File: config.mk
export PLATFORM = sky130hd
export DESIGN_NAME = cia402_csp_setpoint_sequencer_top_flat
export DESIGN_NICKNAME = d
export VERILOG_FILES = /design/src/design/csp_seq_pkg.sv /design/src/design/csp_seq_if.sv /design/src/design/csp_seq_div.sv /design/src/design/csp_seq_ctrl.sv /design/src/design/csp_seq_dp.sv /design/src/design/cia402_csp_setpoint_sequencer_top.sv /design/src/flat_wrapper.sv
export SDC_FILE = /design/constraint.sdc
export NUM_CORES = 2
export LEC_CHECK = 0
export ABC_AREA = 1
export BUFFER_PORTS_ARGS = -buffer_cell sky130_fd_sc_hd__buf_2
export CORE_MARGIN = 2
export CORE_UTILIZATION = 33
export DETAILED_ROUTE_END_ITERATION = 12
export PLACE_DENSITY = 0.48
export SYNTH_ARGS = -nofsm -noshare
export SYNTH_HDL_FRONTEND = slang
export SYNTH_HIERARCHICAL = 1
export SYNTH_SLANG_ARGS = --single-unit
File: constraint.sdc
create_clock -name clock -period 22.3 [get_ports clock]
set_input_delay 0 -clock clock [delete_from_list [all_inputs] [get_ports clock]]
set_output_delay 0 -clock clock [all_outputs]
set_load 0.03 [all_outputs]
File: src/design/csp_seq_pkg.sv
`default_nettype none

package csp_seq_pkg;

   // configuration port
   localparam int CSR_INDEX_WIDTH = 3;
   localparam int CSR_DATA_WIDTH  = 31;

   localparam logic [CSR_INDEX_WIDTH-1:0] REG_STEP_COUNTS     = 3'd0;
   localparam logic [CSR_INDEX_WIDTH-1:0] REG_LIMIT_COUNTS    = 3'd1;
   localparam logic [CSR_INDEX_WIDTH-1:0] REG_DWELL_PERIODS   = 3'd2;
   localparam logic [CSR_INDEX_WIDTH-1:0] REG_RAMP_PERIODS    = 3'd3;
   localparam logic [CSR_INDEX_WIDTH-1:0] REG_WARN_THRESHOLD  = 3'd4;
   localparam logic [CSR_INDEX_WIDTH-1:0] REG_CLEAR_THRESHOLD = 3'd5;
   localparam logic [CSR_INDEX_WIDTH-1:0] REG_EDGE_POLICY     = 3'd6;

   // control word values
   localparam logic [15:0] CW_SHUTDOWN      = 16'h0006;
   localparam logic [15:0] CW_SWITCH_ON     = 16'h0007;
   localparam logic [15:0] CW_ENABLE_OP     = 16'h000F;
   localparam logic [15:0] CW_FAULT_RESET   = 16'h0080;
   localparam logic [15:0] CW_NEW_SETPOINT  = 16'h0010;

   // status word decode
   localparam logic [15:0] SW_STATE_MASK    = 16'h006F;
   localparam logic [15:0] SW_READY         = 16'h0021;
   localparam logic [15:0] SW_SWITCHED_ON   = 16'h0023;
   localparam logic [15:0] SW_OP_ENABLED    = 16'h0027;
   localparam logic [15:0] SW_FAULT         = 16'h0008;
   localparam logic [15:0] SW_ON_DISABLED   = 16'h0040;

   // sequence phases
   localparam logic [1:0] PH_SHUTDOWN  = 2'd0;
   localparam logic [1:0] PH_SWITCH_ON = 2'd1;
   localparam logic [1:0] PH_ENABLING  = 2'd2;
   localparam logic [1:0] PH_RUNNING   = 2'd3;

   // sweep direction
   localparam logic [1:0] DIR_STOP = 2'd0;
   localparam logic [1:0] DIR_FWD  = 2'd1;
   localparam logic [1:0] DIR_BACK = 2'd3;

   typedef struct packed {
      logic capture;    // latch the accepted item
      logic prep;       // register ramp fraction operands
      logic div_start;  // launch the ramp step division
      logic commit;     // update state and result registers
   } csp_seq_cmd_type;

   typedef struct packed {
      logic need_div;
      logic div_busy;
   } csp_seq_sts_type;

endpackage

`default_nettype wire

File: src/design/csp_seq_if.sv
`default_nettype none

interface csp_seq_req_if;
   logic               valid;
   logic               ready;
   logic [15:0]        drive_status;
   logic signed [31:0] actual_position;
   logic signed [31:0] tracking_error;

   modport source (output valid, drive_status, actual_position, tracking_error,
                   input ready);
   modport sink   (input valid, drive_status, actual_position, tracking_error,
                   output ready);
endinterface

interface csp_seq_rsp_if;
   logic               valid;
   logic               ready;
   logic [15:0]        drive_command;
   logic signed [31:0] position_setpoint;
   logic               error_warning;
   logic [1:0]         sequence_phase;

   modport source (output valid, drive_command, position_setpoint, error_warning,
                   sequence_phase, input ready);
   modport sink   (input valid, drive_command, position_setpoint, error_warning,
                   sequence_phase, output ready);
endinterface

`default_nettype wire

File: src/design/csp_seq_div.sv
`default_nettype none

module csp_seq_div (
   input  logic        clock,
   input  logic        reset,
   input  logic        start,
   input  logic [31:0] dividend,
   input  logic [15:0] divisor,
   output logic        busy,
   output logic [15:0] quotient
);
   localparam logic [5:0] DIV_STEPS = 6'd32;

   logic [5:0]  cnt_ff, cnt_in;
   logic [15:0] rem_ff, rem_in;
   logic [31:0] quo_ff, quo_in;
   logic [15:0] dvs_ff, dvs_in;
   logic [16:0] rem_sh;
   logic [16:0] rem_diff;
   logic        rem_ge;

   // restoring division, one quotient bit per cycle
   assign rem_sh   = {rem_ff, quo_ff[31]};
   assign rem_ge   = rem_sh >= {1'b0, dvs_ff};
   assign rem_diff = rem_sh - {1'b0, dvs_ff};

   always_comb begin
      cnt_in = cnt_ff;
      rem_in = rem_ff;
      quo_in = quo_ff;
      dvs_in = dvs_ff;
      if (start) begin
         cnt_in = DIV_STEPS;
         rem_in = '0;
         quo_in = dividend;
         dvs_in = divisor;
      end else if (cnt_ff != '0) begin
         cnt_in = cnt_ff - 6'd1;
         if (rem_ge) begin
            rem_in = rem_diff[15:0];
            quo_in = {quo_ff[30:0], 1'b1};
         end else begin
            rem_in = rem_sh[15:0];
            quo_in = {quo_ff[30:0], 1'b0};
         end
      end
   end

   always_ff @(posedge clock) begin
      if (reset) begin
         cnt_ff <= '0;
      end else begin
         cnt_ff <= cnt_in;
      end
      rem_ff <= rem_in;
      quo_ff <= quo_in;
      dvs_ff <= dvs_in;
   end

   assign busy     = cnt_ff != '0;
   // quotient never exceeds the step size, so 16 bits suffice
   assign quotient = quo_ff[15:0];

endmodule

`default_nettype wire

File: src/design/csp_seq_ctrl.sv
`default_nettype none

module csp_seq_ctrl (
   input  logic                         clock,
   input  logic                         reset,
   input  logic                         req_valid,
   output logic                         req_ready,
   output logic                         rsp_valid,
   input  logic                         rsp_ready,
   input  csp_seq_pkg::csp_seq_sts_type sts,
   output csp_seq_pkg::csp_seq_cmd_type cmd
);
   import csp_seq_pkg::*;

   localparam logic [2:0] S_IDLE   = 3'd0;
   localparam logic [2:0] S_PREP   = 3'd1;
   localparam logic [2:0] S_MUL    = 3'd2;
   localparam logic [2:0] S_DIV    = 3'd3;
   localparam logic [2:0] S_FINISH = 3'd4;

   logic [2:0] state_ff, state_in;
   logic       valid_ff, valid_in;
   logic       slot_free;

   assign slot_free = !valid_ff || rsp_ready;

   always_comb begin
      state_in      = state_ff;
      cmd           = '0;
      req_ready     = 1'b0;
      case (state_ff)
         S_IDLE: begin
            req_ready = 1'b1;
            if (req_valid) begin
               cmd.capture = 1'b1;
               state_in    = S_PREP;
            end
         end
         S_PREP: begin
            cmd.prep = 1'b1;
            state_in = sts.need_div ? S_MUL : S_FINISH;
         end
         S_MUL: begin
            cmd.div_start = 1'b1;
            state_in      = S_DIV;
         end
         S_DIV: begin
            if (!sts.div_busy) begin
               state_in = S_FINISH;
            end
         end
         S_FINISH: begin
            if (slot_free) begin
               cmd.commit = 1'b1;
               state_in   = S_IDLE;
            end
         end
         default: begin
            state_in = S_IDLE;
         end
      endcase
   end

   always_comb begin
      valid_in = valid_ff;
      if (cmd.commit) begin
         valid_in = 1'b1;
      end else if (rsp_ready) begin
         valid_in = 1'b0;
      end
   end

   always_ff @(posedge clock) begin
      if (reset) begin
         state_ff <= S_IDLE;
         valid_ff <= 1'b0;
      end else begin
         state_ff <= state_in;
         valid_ff <= valid_in;
      end
   end

   assign rsp_valid = valid_ff;

endmodule

`default_nettype wire

File: src/design/csp_seq_dp.sv
`default_nettype none

module csp_seq_dp #(
   parameter int COUNTER_WIDTH = 16
) (
   input  logic                                       clock,
   input  logic                                       reset,
   input  logic                                       csr_wr_en,
   input  logic [csp_seq_pkg::CSR_INDEX_WIDTH-1:0]    csr_index,
   input  logic [csp_seq_pkg::CSR_DATA_WIDTH-1:0]     csr_wdata,
   input  csp_seq_pkg::csp_seq_cmd_type               cmd,
   output csp_seq_pkg::csp_seq_sts_type               sts,
   input  logic [15:0]                                drive_status,
   input  logic signed [31:0]                         actual_position,
   input  logic signed [31:0]                         tracking_error,
   output logic [15:0]                                drive_command,
   output logic signed [31:0]                         position_setpoint,
   output logic                                       error_warning,
   output logic [1:0]                                 sequence_phase
);
   import csp_seq_pkg::*;

   localparam logic [32:0] CNT_MAX = (33'd1 << COUNTER_WIDTH) - 33'd1;

   function automatic logic [COUNTER_WIDTH-1:0] cnt_load(input logic [15:0] v);
      logic [32:0] v_ext;
      v_ext = {17'b0, v};
      if (v_ext > CNT_MAX) begin
         return CNT_MAX[COUNTER_WIDTH-1:0];
      end
      return v_ext[COUNTER_WIDTH-1:0];
   endfunction

   // configuration
   logic [15:0] step_ff, dwell_ff, ramp_ff;
   logic [29:0] limit_ff;
   logic [30:0] warn_ff, clear_ff;
   logic        policy_ff;

   always_ff @(posedge clock) begin
      if (reset) begin
         step_ff   <= 16'd300;
         limit_ff  <= 30'd200000;
         dwell_ff  <= 16'd500;
         ramp_ff   <= 16'd300;
         warn_ff   <= 31'd16000;
         clear_ff  <= 31'd8000;
         policy_ff <= 1'b1;
      end else if (csr_wr_en) begin
         case (csr_index)
            REG_STEP_COUNTS:     step_ff   <= csr_wdata[15:0];
            REG_LIMIT_COUNTS:    limit_ff  <= csr_wdata[29:0];
            REG_DWELL_PERIODS:   dwell_ff  <= csr_wdata[15:0];
            REG_RAMP_PERIODS:    ramp_ff   <= csr_wdata[15:0];
            REG_WARN_THRESHOLD:  warn_ff   <= csr_wdata[30:0];
            REG_CLEAR_THRESHOLD: clear_ff  <= csr_wdata[30:0];
            REG_EDGE_POLICY:     policy_ff <= csr_wdata[0];
            default: ;
         endcase
      end
   end

   // captured item
   logic [15:0]        sw_ff;
   logic signed [31:0] act_ff, err_ff;

   always_ff @(posedge clock) begin
      if (cmd.capture) begin
         sw_ff  <= drive_status;
         act_ff <= actual_position;
         err_ff <= tracking_error;
      end
   end

   // sequencer state, doubles as the result register
   logic [1:0]               phase_ff, phase_in;
   logic                     release_ff, release_in;
   logic signed [31:0]       target_ff, target_in;
   logic [15:0]              control_ff, control_in;
   logic [1:0]               dir_ff, dir_in;
   logic                     last_dir_ff, last_dir_in;
   logic [COUNTER_WIDTH-1:0] dwell_left_ff, dwell_left_in;
   logic [COUNTER_WIDTH-1:0] ramp_left_ff, ramp_left_in;
   logic                     warn_latch_ff, warn_latch_in;
   logic                     toggle_ff, toggle_in;

   logic moving;
   assign moving = (dir_ff == DIR_FWD) || (dir_ff == DIR_BACK);

   assign sts.need_div = (sw_ff != '0) && ((sw_ff & SW_FAULT) == '0)
                         && ((sw_ff & SW_ON_DISABLED) == '0)
                         && (phase_ff == PH_RUNNING) && moving
                         && (ramp_left_ff != '0);

   // ramp fraction operands
   logic [31:0] total_ext, rl_ext, used_ext;
   logic [15:0] total_nz;
   logic [15:0] used_ff, total_ff;

   always_comb begin
      total_ext = 32'(cnt_load(ramp_ff));
      total_nz  = (total_ext[15:0] == '0) ? 16'd1 : total_ext[15:0];
      rl_ext    = 32'(ramp_left_ff);
      if (rl_ext >= {16'b0, total_nz}) begin
         used_ext = 32'd1;
      end else begin
         used_ext = {16'b0, total_nz} - rl_ext + 32'd1;
      end
   end

   always_ff @(posedge clock) begin
      if (cmd.prep) begin
         used_ff  <= used_ext[15:0];
         total_ff <= total_nz;
      end
   end

   logic [31:0] product;
   logic [15:0] quotient;
   logic        div_busy;

   assign product = {16'b0, step_ff} * {16'b0, used_ff};

   csp_seq_div u_div (
      .clock    (clock),
      .reset    (reset),
      .start    (cmd.div_start),
      .dividend (product),
      .divisor  (total_ff),
      .busy     (div_busy),
      .quotient (quotient)
   );

   assign sts.div_busy = div_busy;

   // next state
   logic [15:0]        st;
   logic [15:0]        mag;
   logic signed [33:0] pos, lim;
   logic [31:0]        err_abs;

   always_comb begin
      phase_in      = phase_ff;
      release_in    = release_ff;
      target_in     = target_ff;
      control_in    = control_ff;
      dir_in        = dir_ff;
      last_dir_in   = last_dir_ff;
      dwell_left_in = dwell_left_ff;
      ramp_left_in  = ramp_left_ff;
      warn_latch_in = warn_latch_ff;
      toggle_in     = toggle_ff;
      st            = sw_ff & SW_STATE_MASK;
      mag           = step_ff;
      lim           = {4'b0, limit_ff};
      pos           = '0;
      err_abs       = err_ff[31] ? (~err_ff + 32'd1) : err_ff;

      if (sw_ff == '0) begin
         // hold
      end else if ((sw_ff & SW_FAULT) != '0) begin
         control_in = release_ff ? CW_SHUTDOWN : CW_FAULT_RESET;
         release_in = !release_ff;
      end else if ((sw_ff & SW_ON_DISABLED) != '0) begin
         phase_in   = PH_SHUTDOWN;
         control_in = CW_SHUTDOWN;
      end else if (phase_ff == PH_SHUTDOWN) begin
         control_in = CW_SHUTDOWN;
         if (st == SW_READY) phase_in = PH_SWITCH_ON;
      end else if (phase_ff == PH_SWITCH_ON) begin
         control_in = CW_SWITCH_ON;
         if (st == SW_SWITCHED_ON) phase_in = PH_ENABLING;
      end else if (phase_ff == PH_ENABLING) begin
         target_in  = act_ff;
         control_in = CW_ENABLE_OP;
         if (st == SW_OP_ENABLED) begin
            phase_in     = PH_RUNNING;
            ramp_left_in = cnt_load(ramp_ff);
         end
      end else begin
         if (!moving) begin
            // dwell at a limit, then reverse
            if (dwell_left_ff != '0) dwell_left_in = dwell_left_ff - COUNTER_WIDTH'(1);
            if (dwell_left_in == '0) begin
               ramp_left_in = cnt_load(ramp_ff);
               dir_in       = last_dir_ff ? DIR_FWD : DIR_BACK;
            end
         end else begin
            if (ramp_left_ff != '0) begin
               mag          = (quotient == '0) ? 16'd1 : quotient;
               ramp_left_in = ramp_left_ff - COUNTER_WIDTH'(1);
            end
            if (dir_ff == DIR_FWD) begin
               pos = 34'(target_ff) + $signed({18'b0, mag});
            end else begin
               pos = 34'(target_ff) - $signed({18'b0, mag});
            end
            if (pos > lim) begin
               pos           = lim;
               dwell_left_in = cnt_load(dwell_ff);
               dir_in        = DIR_STOP;
               last_dir_in   = 1'b0;
            end
            if (pos < -lim) begin
               pos           = -lim;
               dwell_left_in = cnt_load(dwell_ff);
               dir_in        = DIR_STOP;
               last_dir_in   = 1'b1;
            end
            target_in = pos[31:0];
         end

         if (!policy_ff || (target_in != target_ff)) toggle_in = !toggle_ff;
         control_in = toggle_in ? (CW_ENABLE_OP | CW_NEW_SETPOINT) : CW_ENABLE_OP;

         if (!warn_latch_ff && (err_abs > {1'b0, warn_ff})) begin
            warn_latch_in = 1'b1;
         end else if (warn_latch_ff && (err_abs < {1'b0, clear_ff})) begin
            warn_latch_in = 1'b0;
         end
      end
   end

   always_ff @(posedge clock) begin
      if (reset) begin
         phase_ff      <= PH_SHUTDOWN;
         release_ff    <= 1'b0;
         target_ff     <= '0;
         control_ff    <= '0;
         dir_ff        <= DIR_FWD;
         last_dir_ff   <= 1'b0;
         dwell_left_ff <= '0;
         ramp_left_ff  <= '0;
         warn_latch_ff <= 1'b0;
         toggle_ff     <= 1'b0;
      end else if (cmd.commit) begin
         phase_ff      <= phase_in;
         release_ff    <= release_in;
         target_ff     <= target_in;
         control_ff    <= control_in;
         dir_ff        <= dir_in;
         last_dir_ff   <= last_dir_in;
         dwell_left_ff <= dwell_left_in;
         ramp_left_ff  <= ramp_left_in;
         warn_latch_ff <= warn_latch_in;
         toggle_ff     <= toggle_in;
      end
   end

   assign drive_command     = control_ff;
   assign position_setpoint = target_ff;
   assign error_warning     = warn_latch_ff;
   assign sequence_phase    = phase_ff;

endmodule

`default_nettype wire

File: src/design/cia402_csp_setpoint_sequencer_top.sv
// CiA-402 cyclic position set-point sequencer.
// req_bus carries one transfer per control period: drive status word,
// actual position and following error. rsp_bus returns exactly one transfer
// per request: control word, target position, warning flag and phase.
// csr_* writes one configuration register per cycle (index 0..6); the
// user must write only while the block is idle, as the block does not
// enforce it; indexes beyond the list are ignored. A request whose period
// needs no ramp scaling is captured, prepared and then committed, which
// raises rsp_valid. A ramped running period also runs the step scaling
// through a 16x16 multiply and a one-bit-per-cycle 32-step divider. One
// request is worked on at a time; the next request is taken in the cycle
// after the previous one is committed.
// The result registers are the sequencer state itself; a new request is
// accepted while a result still waits, and its commit waits until the held
// result is taken, so a stalled receiver only stalls the commit.
// Reset (synchronous) restores all register defaults, phase shutdown,
// control word and target zero, and drops rsp_valid.
`default_nettype none

module cia402_csp_setpoint_sequencer_top #(
   parameter int COUNTER_WIDTH = 16
) (
   input  logic                                    clock,
   input  logic                                    reset,
   csp_seq_req_if.sink                             req_bus,
   csp_seq_rsp_if.source                           rsp_bus,
   input  logic                                    csr_wr_en,
   input  logic [csp_seq_pkg::CSR_INDEX_WIDTH-1:0] csr_index,
   input  logic [csp_seq_pkg::CSR_DATA_WIDTH-1:0]  csr_wdata
);
   import csp_seq_pkg::*;

   csp_seq_cmd_type cmd;
   csp_seq_sts_type sts;

   // sequencing of capture, scaling and commit
   csp_seq_ctrl u_ctrl (
      .clock     (clock),
      .reset     (reset),
      .req_valid (req_bus.valid),
      .req_ready (req_bus.ready),
      .rsp_valid (rsp_bus.valid),
      .rsp_ready (rsp_bus.ready),
      .sts       (sts),
      .cmd       (cmd)
   );

   // configuration, drive state machine, sweep generator, warning latch
   csp_seq_dp #(
      .COUNTER_WIDTH (COUNTER_WIDTH)
   ) u_dp (
      .clock             (clock),
      .reset             (reset),
      .csr_wr_en         (csr_wr_en),
      .csr_index         (csr_index),
      .csr_wdata         (csr_wdata),
      .cmd               (cmd),
      .sts               (sts),
      .drive_status      (req_bus.drive_status),
      .actual_position   (req_bus.actual_position),
      .tracking_error    (req_bus.tracking_error),
      .drive_command     (rsp_bus.drive_command),
      .position_setpoint (rsp_bus.position_setpoint),
      .error_warning     (rsp_bus.error_warning),
      .sequence_phase    (rsp_bus.sequence_phase)
   );

endmodule

`default_nettype wire

File: src/flat_wrapper.sv
// flat-port wrapper written by rule: the top's interface ports become plain ports
module cia402_csp_setpoint_sequencer_top_flat import csp_seq_pkg::*;
#(
   parameter int COUNTER_WIDTH = 16
)
  (clock, reset, csr_wr_en, csr_index, csr_wdata, req_bus_valid, req_bus_drive_status, req_bus_actual_position, req_bus_tracking_error, req_bus_ready, rsp_bus_valid, rsp_bus_drive_command, rsp_bus_position_setpoint, rsp_bus_error_warning, rsp_bus_sequence_phase, rsp_bus_ready);
  csp_seq_req_if req_bus_i ();
  csp_seq_rsp_if rsp_bus_i ();
  input  logic clock;
  input  logic reset;
  input  logic csr_wr_en;
  input  logic [csp_seq_pkg::CSR_INDEX_WIDTH-1:0] csr_index;
  input  logic [csp_seq_pkg::CSR_DATA_WIDTH-1:0] csr_wdata;
  input wire logic [$bits(req_bus_i.valid)-1:0] req_bus_valid;
  input wire logic [$bits(req_bus_i.drive_status)-1:0] req_bus_drive_status;
  input wire logic [$bits(req_bus_i.actual_position)-1:0] req_bus_actual_position;
  input wire logic [$bits(req_bus_i.tracking_error)-1:0] req_bus_tracking_error;
  output wire logic [$bits(req_bus_i.ready)-1:0] req_bus_ready;
  output wire logic [$bits(rsp_bus_i.valid)-1:0] rsp_bus_valid;
  output wire logic [$bits(rsp_bus_i.drive_command)-1:0] rsp_bus_drive_command;
  output wire logic [$bits(rsp_bus_i.position_setpoint)-1:0] rsp_bus_position_setpoint;
  output wire logic [$bits(rsp_bus_i.error_warning)-1:0] rsp_bus_error_warning;
  output wire logic [$bits(rsp_bus_i.sequence_phase)-1:0] rsp_bus_sequence_phase;
  input wire logic [$bits(rsp_bus_i.ready)-1:0] rsp_bus_ready;
  assign req_bus_i.valid = req_bus_valid;
  assign req_bus_i.drive_status = req_bus_drive_status;
  assign req_bus_i.actual_position = req_bus_actual_position;
  assign req_bus_i.tracking_error = req_bus_tracking_error;
  assign req_bus_ready = req_bus_i.ready;
  assign rsp_bus_valid = rsp_bus_i.valid;
  assign rsp_bus_drive_command = rsp_bus_i.drive_command;
  assign rsp_bus_position_setpoint = rsp_bus_i.position_setpoint;
  assign rsp_bus_error_warning = rsp_bus_i.error_warning;
  assign rsp_bus_sequence_phase = rsp_bus_i.sequence_phase;
  assign rsp_bus_i.ready = rsp_bus_ready;
  cia402_csp_setpoint_sequencer_top #(.COUNTER_WIDTH(COUNTER_WIDTH)) u_core (.clock(clock), .reset(reset), .req_bus(req_bus_i), .rsp_bus(rsp_bus_i), .csr_wr_en(csr_wr_en), .csr_index(csr_index), .csr_wdata(csr_wdata));
endmodule
Word level (Yosys, flattened, before mapping)
Cells that the tools add are included. W data, S select, Z words.

Word-level logic and storage cells: 237. Bits of input ports: 119. Output and inout port bits: 53. Register bits: 415. Bits in latches: 0. Memories kept: 0. Memory bits (writable): 0. ROM bits: 0.

Magnitude comparators: 6. $mul: 1. Bitwise gates (word level): 7. Divide/modulo/power cells: 0. Reductions and logical operators: 55. Mux-type cells: 102. Add/sub/neg operators: 10. Shift operators: 0. Equality and inequality tests: 27.

Operator list (count): $mux W34 (16); $mux W16 (27); $mux W32 (12); $logic_not A16 Y1 (6); $reduce_bool A16 Y1 (3); $gt A34 B31 Y1 (1); $lt A34 B34 Y1 (1); $neg A30 Y34 (1); $add A32 B17 Y33 (1); $sub A32 B17 Y33 (1); $add A32 B1 Y32 const B (1); $gt A32 B31 Y1 (1); $lt A32 B31 Y1 (1); $mul A16 B16 Y32 (1); $ne A32 B32 Y1 (1); $not A32 Y32 (1); $sub A16 B1 Y16 const B (2); $sub A16 B16 Y16 (2); $reduce_and A9 Y1 (3); $mux W5 (5); $mux W2 (12); $mux W1 (21); $eq A6 B5 Y1 const B (3); $ge A17 B16 Y1 (1); other kinds (33) (84).

Logic depth before layout (Yosys ltp)
Depth in word-level cells: 52. Depth in mapped cells: 68. Depth with buffers taken out: 66.

Modules after synthesis
The synthesis kept the hierarchy.

By module, submodules not included: csp_seq_dp (times used 1, area an instance 30291.6 um^2, cells an instance 4010, sequential area each 7727.4 um^2); csp_seq_div (times used 1, area an instance 4107.7 um^2, cells an instance 524, sequential area each 1881.8 um^2); csp_seq_ctrl (times used 1, area an instance 255.2 um^2, cells an instance 39, sequential area each 80.1 um^2).

Least setup slack after synthesis
No wires, ideal clock.

Path type: register to register. From: reg u_core.u_dp.ramp_left_ff[0]. To: reg u_core.u_dp.toggle_ff. Clock period less this slack: 8.496 ns. Cell stages (with the launch flop): 65. Path buffers: 3. Path slack: 13.804 ns. Data required time: 22.191 ns. Data arrival time: 8.387 ns. Setup time: 0.109 ns. Cell sequence: dfxtp_1 inv_1 ha_1 nand2_1 nor2_1 inv_1 nor2_1 nand2_1 o21ai_0 ha_1 inv_1 nor2_1 nand2_1 nor2_1 a21oi_1 nor2_1 xor2_1 inv_1 (+29 left out) nand2_2 nand2_4 nand2_1 buf_6 buf_6 nand2_1 nand4_1 nand2_1 nor2_1 nand2_1 nor2_1 inv_1 nor2_1 nand3_1 nand2_1 nand2_1 nand2_1 inv_1.

Cells in the longest elaborated chain, start to end: 45. Elaborated cells on any way between the ends: 46. Those cells by class: add/sub (2); order compare (2); eq/ne (1); mux (39); reduce/logical (2).

RTL lines: from (decl) (line csp_seq_dp.sv:83) `logic [COUNTER_WIDTH-1:0] ramp_left_ff, ramp_left_in;`; from (signal assigned) (line csp_seq_dp.sv:244) `ramp_left_ff <= ramp_left_in;`; $reduce_bool A16 Y1 (*) (line csp_seq_dp.sv:189) `if (ramp_left_ff != '0) begin`; $mux W16 (*) (line csp_seq_dp.sv:189); $mux W16 (*) (line csp_seq_dp.sv:181) `if (!moving) begin`; $mux W16 (*) (line csp_seq_dp.sv:173) `end else if (phase_ff == PH_ENABLING) begin`; $mux W16 (*) (line csp_seq_dp.sv:170) `end else if (phase_ff == PH_SWITCH_ON) begin`; $mux W16 (*) (line csp_seq_dp.sv:167) `end else if (phase_ff == PH_SHUTDOWN) begin`; $mux W16 (*) (line csp_seq_dp.sv:164) `end else if ((sw_ff & SW_ON_DISABLED) != '0) begin`; $mux W16 (*) (line csp_seq_dp.sv:161) `end else if ((sw_ff & SW_FAULT) != '0) begin`; (+29 left out); $logic_or A1 B1 Y1 (*) (line csp_seq_dp.sv:213) `if (!policy_ff || (target_in != target_ff)) toggle_in = !toggle_ff;`; $mux W1 (*) (line csp_seq_dp.sv:213); $mux W1 (*) (line csp_seq_dp.sv:173); $mux W1 (*) (line csp_seq_dp.sv:170); $mux W1 (*) (line csp_seq_dp.sv:167); $mux W1 (*) (line csp_seq_dp.sv:164); $mux W1 (*) (line csp_seq_dp.sv:161); $mux W1 (*) (line csp_seq_dp.sv:159) `if (sw_ff == '0) begin`; to (signal assigned) (line csp_seq_dp.sv:246) `toggle_ff <= toggle_in;`; to (decl) (line csp_seq_dp.sv:85) `logic toggle_ff, toggle_in;`.

Every way passes the cells marked *; elsewhere a longest branch is shown, timed or not. The select of a mux whose other input is x is not followed. A chain may end at the register's enable or synchronous reset.

Final worst setup path
Same ends and word-level chain as after synthesis.

==> impl_metrics.tcl <==
set metrics [dict create \
    grt_setup_unrepaired "false" \
    dp_hpwl_mm 83.5 \
    ys_seq_area_share_pct 28.0 \
    fin_skew_ns 0.0499 \
    antennaDiodeCount 0 \
    synth_cell_types 62 \
    min_path_type "primary input to flip-flop" \
    cts_tree "done" \
    crit_path_start "u_core/u_dp/ramp_left_ff[0]" \
    grt_use_met1_pct 28.9 \
    drv_slew 0 \
    cts_setup_buffers 0 \
    die_area_mm2 0.108 \
    tightest_slew_ns 1.10 \
    antenna_found_initial 3 \
    startpoint_type "flip-flop" \
    fin_crit_sh_pct 50.6 \
    powerDensity_mw_per_mm2 84.7 \
    gr-usage-met2_pct 32.9 \
    grt_busiest_layer "met2" \
    critPathBufInv 9 \
    setup_viol 0 \
    htree_levels 2 \
    layout_commonest_cell "nand2_1" \
    status "complete, no violations" \
    grt_overflow 0 \
    syn_inst 4573 \
    synth_top_family_by_area "adder cells" \
    async_flop_share_pct 0 \
    vias_per_cell 4.90 \
    gp_congestion 0.962 \
    cp_max_fo 62 \
    syn_avg_cell_area_um2 7.58 \
    fin_crit_ns 11.28 \
    switchingPower_uw 1380 \
    grt_pass1_wl_mm 171 \
    antenna_left 0 \
    area_delta_synth_final_pct 14.7 \
    drcViolationCount 0 \
    power.share.clock_pct 26.6 \
    swShare_pct 40.8 \
    synthesis.area_mm2 0.0347 \
    critPathKind "flip-flop to flip-flop" \
    synth_fa_ha_area_share_pct 23.5 \
    rows 118 \
    maxCapViolCount 0 \
    synthXorXnorAreaFrac_pct 3.69 \
    pre_cts_ws_ns 11.29 \
    clockBufferDepth 3 \
    r2r-start "u_core/u_dp/ramp_left_ff[0]" \
    vias 30300 \
    fmax_ghz 0.0887 \
    die_height_um 328 \
    worst-endpoint-arrival_ns 11.84 \
    drive_above_1_share_pct 7.90 \
    clk_pin_slew_ns 0.06 \
    hold_viol 0 \
    drt-total-wl_mm 110 \
    cts_made_buffers 51 \
    grt_start_max_net_pins 101 \
    portBuffers 161 \
    ys.flop_type "dfxtp_1" \
    coreArea_mm2 0.104 \
    power_frac_seq_pct 28.4 \
    synth_simple_gate_area_share_pct 21.4 \
    initial_core_util_pct 33.4 \
    power.internal_uw 1990 \
    fin_ws_ns 11.02 \
    fin_setup_tns_ns 0 \
    ios 172 \
    drt-initial-drc-count 2038 \
    slowest_stage "nand2_1" \
    cts.sinks 404 \
    grt_pass1_vias 29600 \
    slowest_delay_ns 0.84 \
    maxSlewHeadroom_pct 26.8 \
    fillers 10900 \
    hp-start "req_bus_drive_status[4]" \
    synth_edf_count 160 \
    peakVddDrop_v 0.0000845 \
    wl_per_cell_um 17.9 \
    synth-compound-area-share_pct 12.3 \
    end_kind "flip-flop" \
    die_x_um 328 \
    path_common_cell "nand2_1" \
    most-common-layout-cells "1014 x nand2_1, 735 x inv_1, 336 x ha_1" \
    critical-path-top-delay-family "simple AND/OR/NAND/NOR gates" \
    ys_ff_latch 404 \
    yosysWarnings 6 \
    cts_root_buf "clkbuf_16" \
    final_nets 5405 \
    insertion_delay_ns 0.66 \
    comb_power_share_pct 45.0 \
    use_met3_pct 2.36 \
    required_ns 22.86 \
    synth.area.mux_share_pct 0 \
    first_pass_iters 6 \
    p_leak_uw 0.0194 \
    grt_usage_pct 20.3 \
]
==> metrics by stage <==
stage | total power [uW] | instance area, um^2 | util, % | instances | hold WS [ns]
2_1_floorplan | 2110 | 34700 | - | 4582 | 0.0694
3_3_place_gp | 2480 | 36500 | 35.2 | 5940 | 0.177
3_5_place_dp | 2480 | 36500 | 35.2 | 5940 | 0.178
4_1_cts | 3420 | 39800 | 38.3 | 6176 | 0.000553
5_1_grt | 3680 | 39800 | 38.3 | 6176 | 0.0298
6_report | 3370 | 39800 | 38.3 | 6176 | 0.0456
==> worst register-to-register path: cells and delay by family (launching register included) <==
kind | cells | cell delay (ns)
AOI/OAI and AO/OA | 7 | 1.38
xor gates and xnor gates | 1 | 0.36
adders and majority gates | 6 | 1.83
buffers and inverters | 9 | 0.82
DFF | 1 | 0.30
and+or+nand+nor | 39 | 6.55
==> final timing paths <==
kind | slack, ns | end | depth (start not counted)
worst min register to register | 0.40 | u_core/u_dp/u_div/dvs_ff[10] | 0
worst max register to register | 11.02 | u_core/u_dp/toggle_ff | 62
worst min-delay path | 0.05 | u_core/u_dp/sw_ff[4] | 2
worst max-delay path | 11.02 | u_core/u_dp/toggle_ff | 62
==> flip-flops by register name, indices dropped and copies added, names as in the netlist, 30 cells and up <==
signal / cells
u_core/u_dp/err_ff: 32
u_core/u_dp/limit_ff: 30
u_core/u_dp/position_setpoint: 32
u_core/u_dp/u_div/quo_ff: 32
u_core/u_dp/warn_ff: 31
u_core/u_dp/clear_ff: 31
u_core/u_dp/act_ff: 32
==> cell type report <==
| cell class | count | area (um^2) | share of cell area, % |
|---|---|---|---|
| Clock buffer | 66 | 1440 | 3.62 |
| Clock inverter | 30 | 380 | 0.957 |
| Inverter | 747 | 2810 | 7.06 |
| Multi-Input combinational cell | 3205 | 21200 | 53.3 |
| Sequential cell | 404 | 9690 | 24.4 |
| Tap cell | 1380 | 1730 | 4.34 |
| Timing Repair Buffer | 344 | 2530 | 6.36 |
==> power by group through the flow <==
stage	Clock, uW	Combinational [uW]	Sequential, uW
after floorplan	0	1170	935
after global placement	0	1510	971
after detailed placement	0	1510	971
after CTS	924	1540	956
after global routing	949	1760	966
final	895	1520	956
==> cells by family after synthesis <==
kind of cell | after synthesis
AOI/OAI and AO/OA | 778
xor gates and xnor gates | 146
adders and majority gates | 533
buffers and inverters | 973
DFF | 404
other | 1
and+or+nand+nor | 1738
==> synth_stat cells, drive strengths merged (18+ instances only) <==
master,count,area (um^2)
nand3,202,1080
a21oi,328,1650
xnor2,51,447
clkbuf,169,634
xor2,95,832
nor3,35,175
nor2,331,1330
edfxtp,160,4800
buf,57,392
nor4,27,175
fa,197,3940
dfxtp,244,4880
nand2,1044,4020
a31oi,18,113
ha,336,4200
o211ai,47,353
inv,742,2790
nand4,70,438
o21ai,312,1590
a211oi,26,195
==> metal layers <==
layer	part of all wire (%)	vias up	routed length (um)
met5	0	-	0
met4	2.1	0	2370
met3	4.3	118	4730
met2	45	626	50100
met1	48	14400	53100
li1	-	15100	-
==> repair_timing <==
item,4_1_cts,5_1_grt
gates resized for setup,0,0
hold buffers,140,0
hold endpoints to repair,258,0
Power figures use the tool's default switching activity.
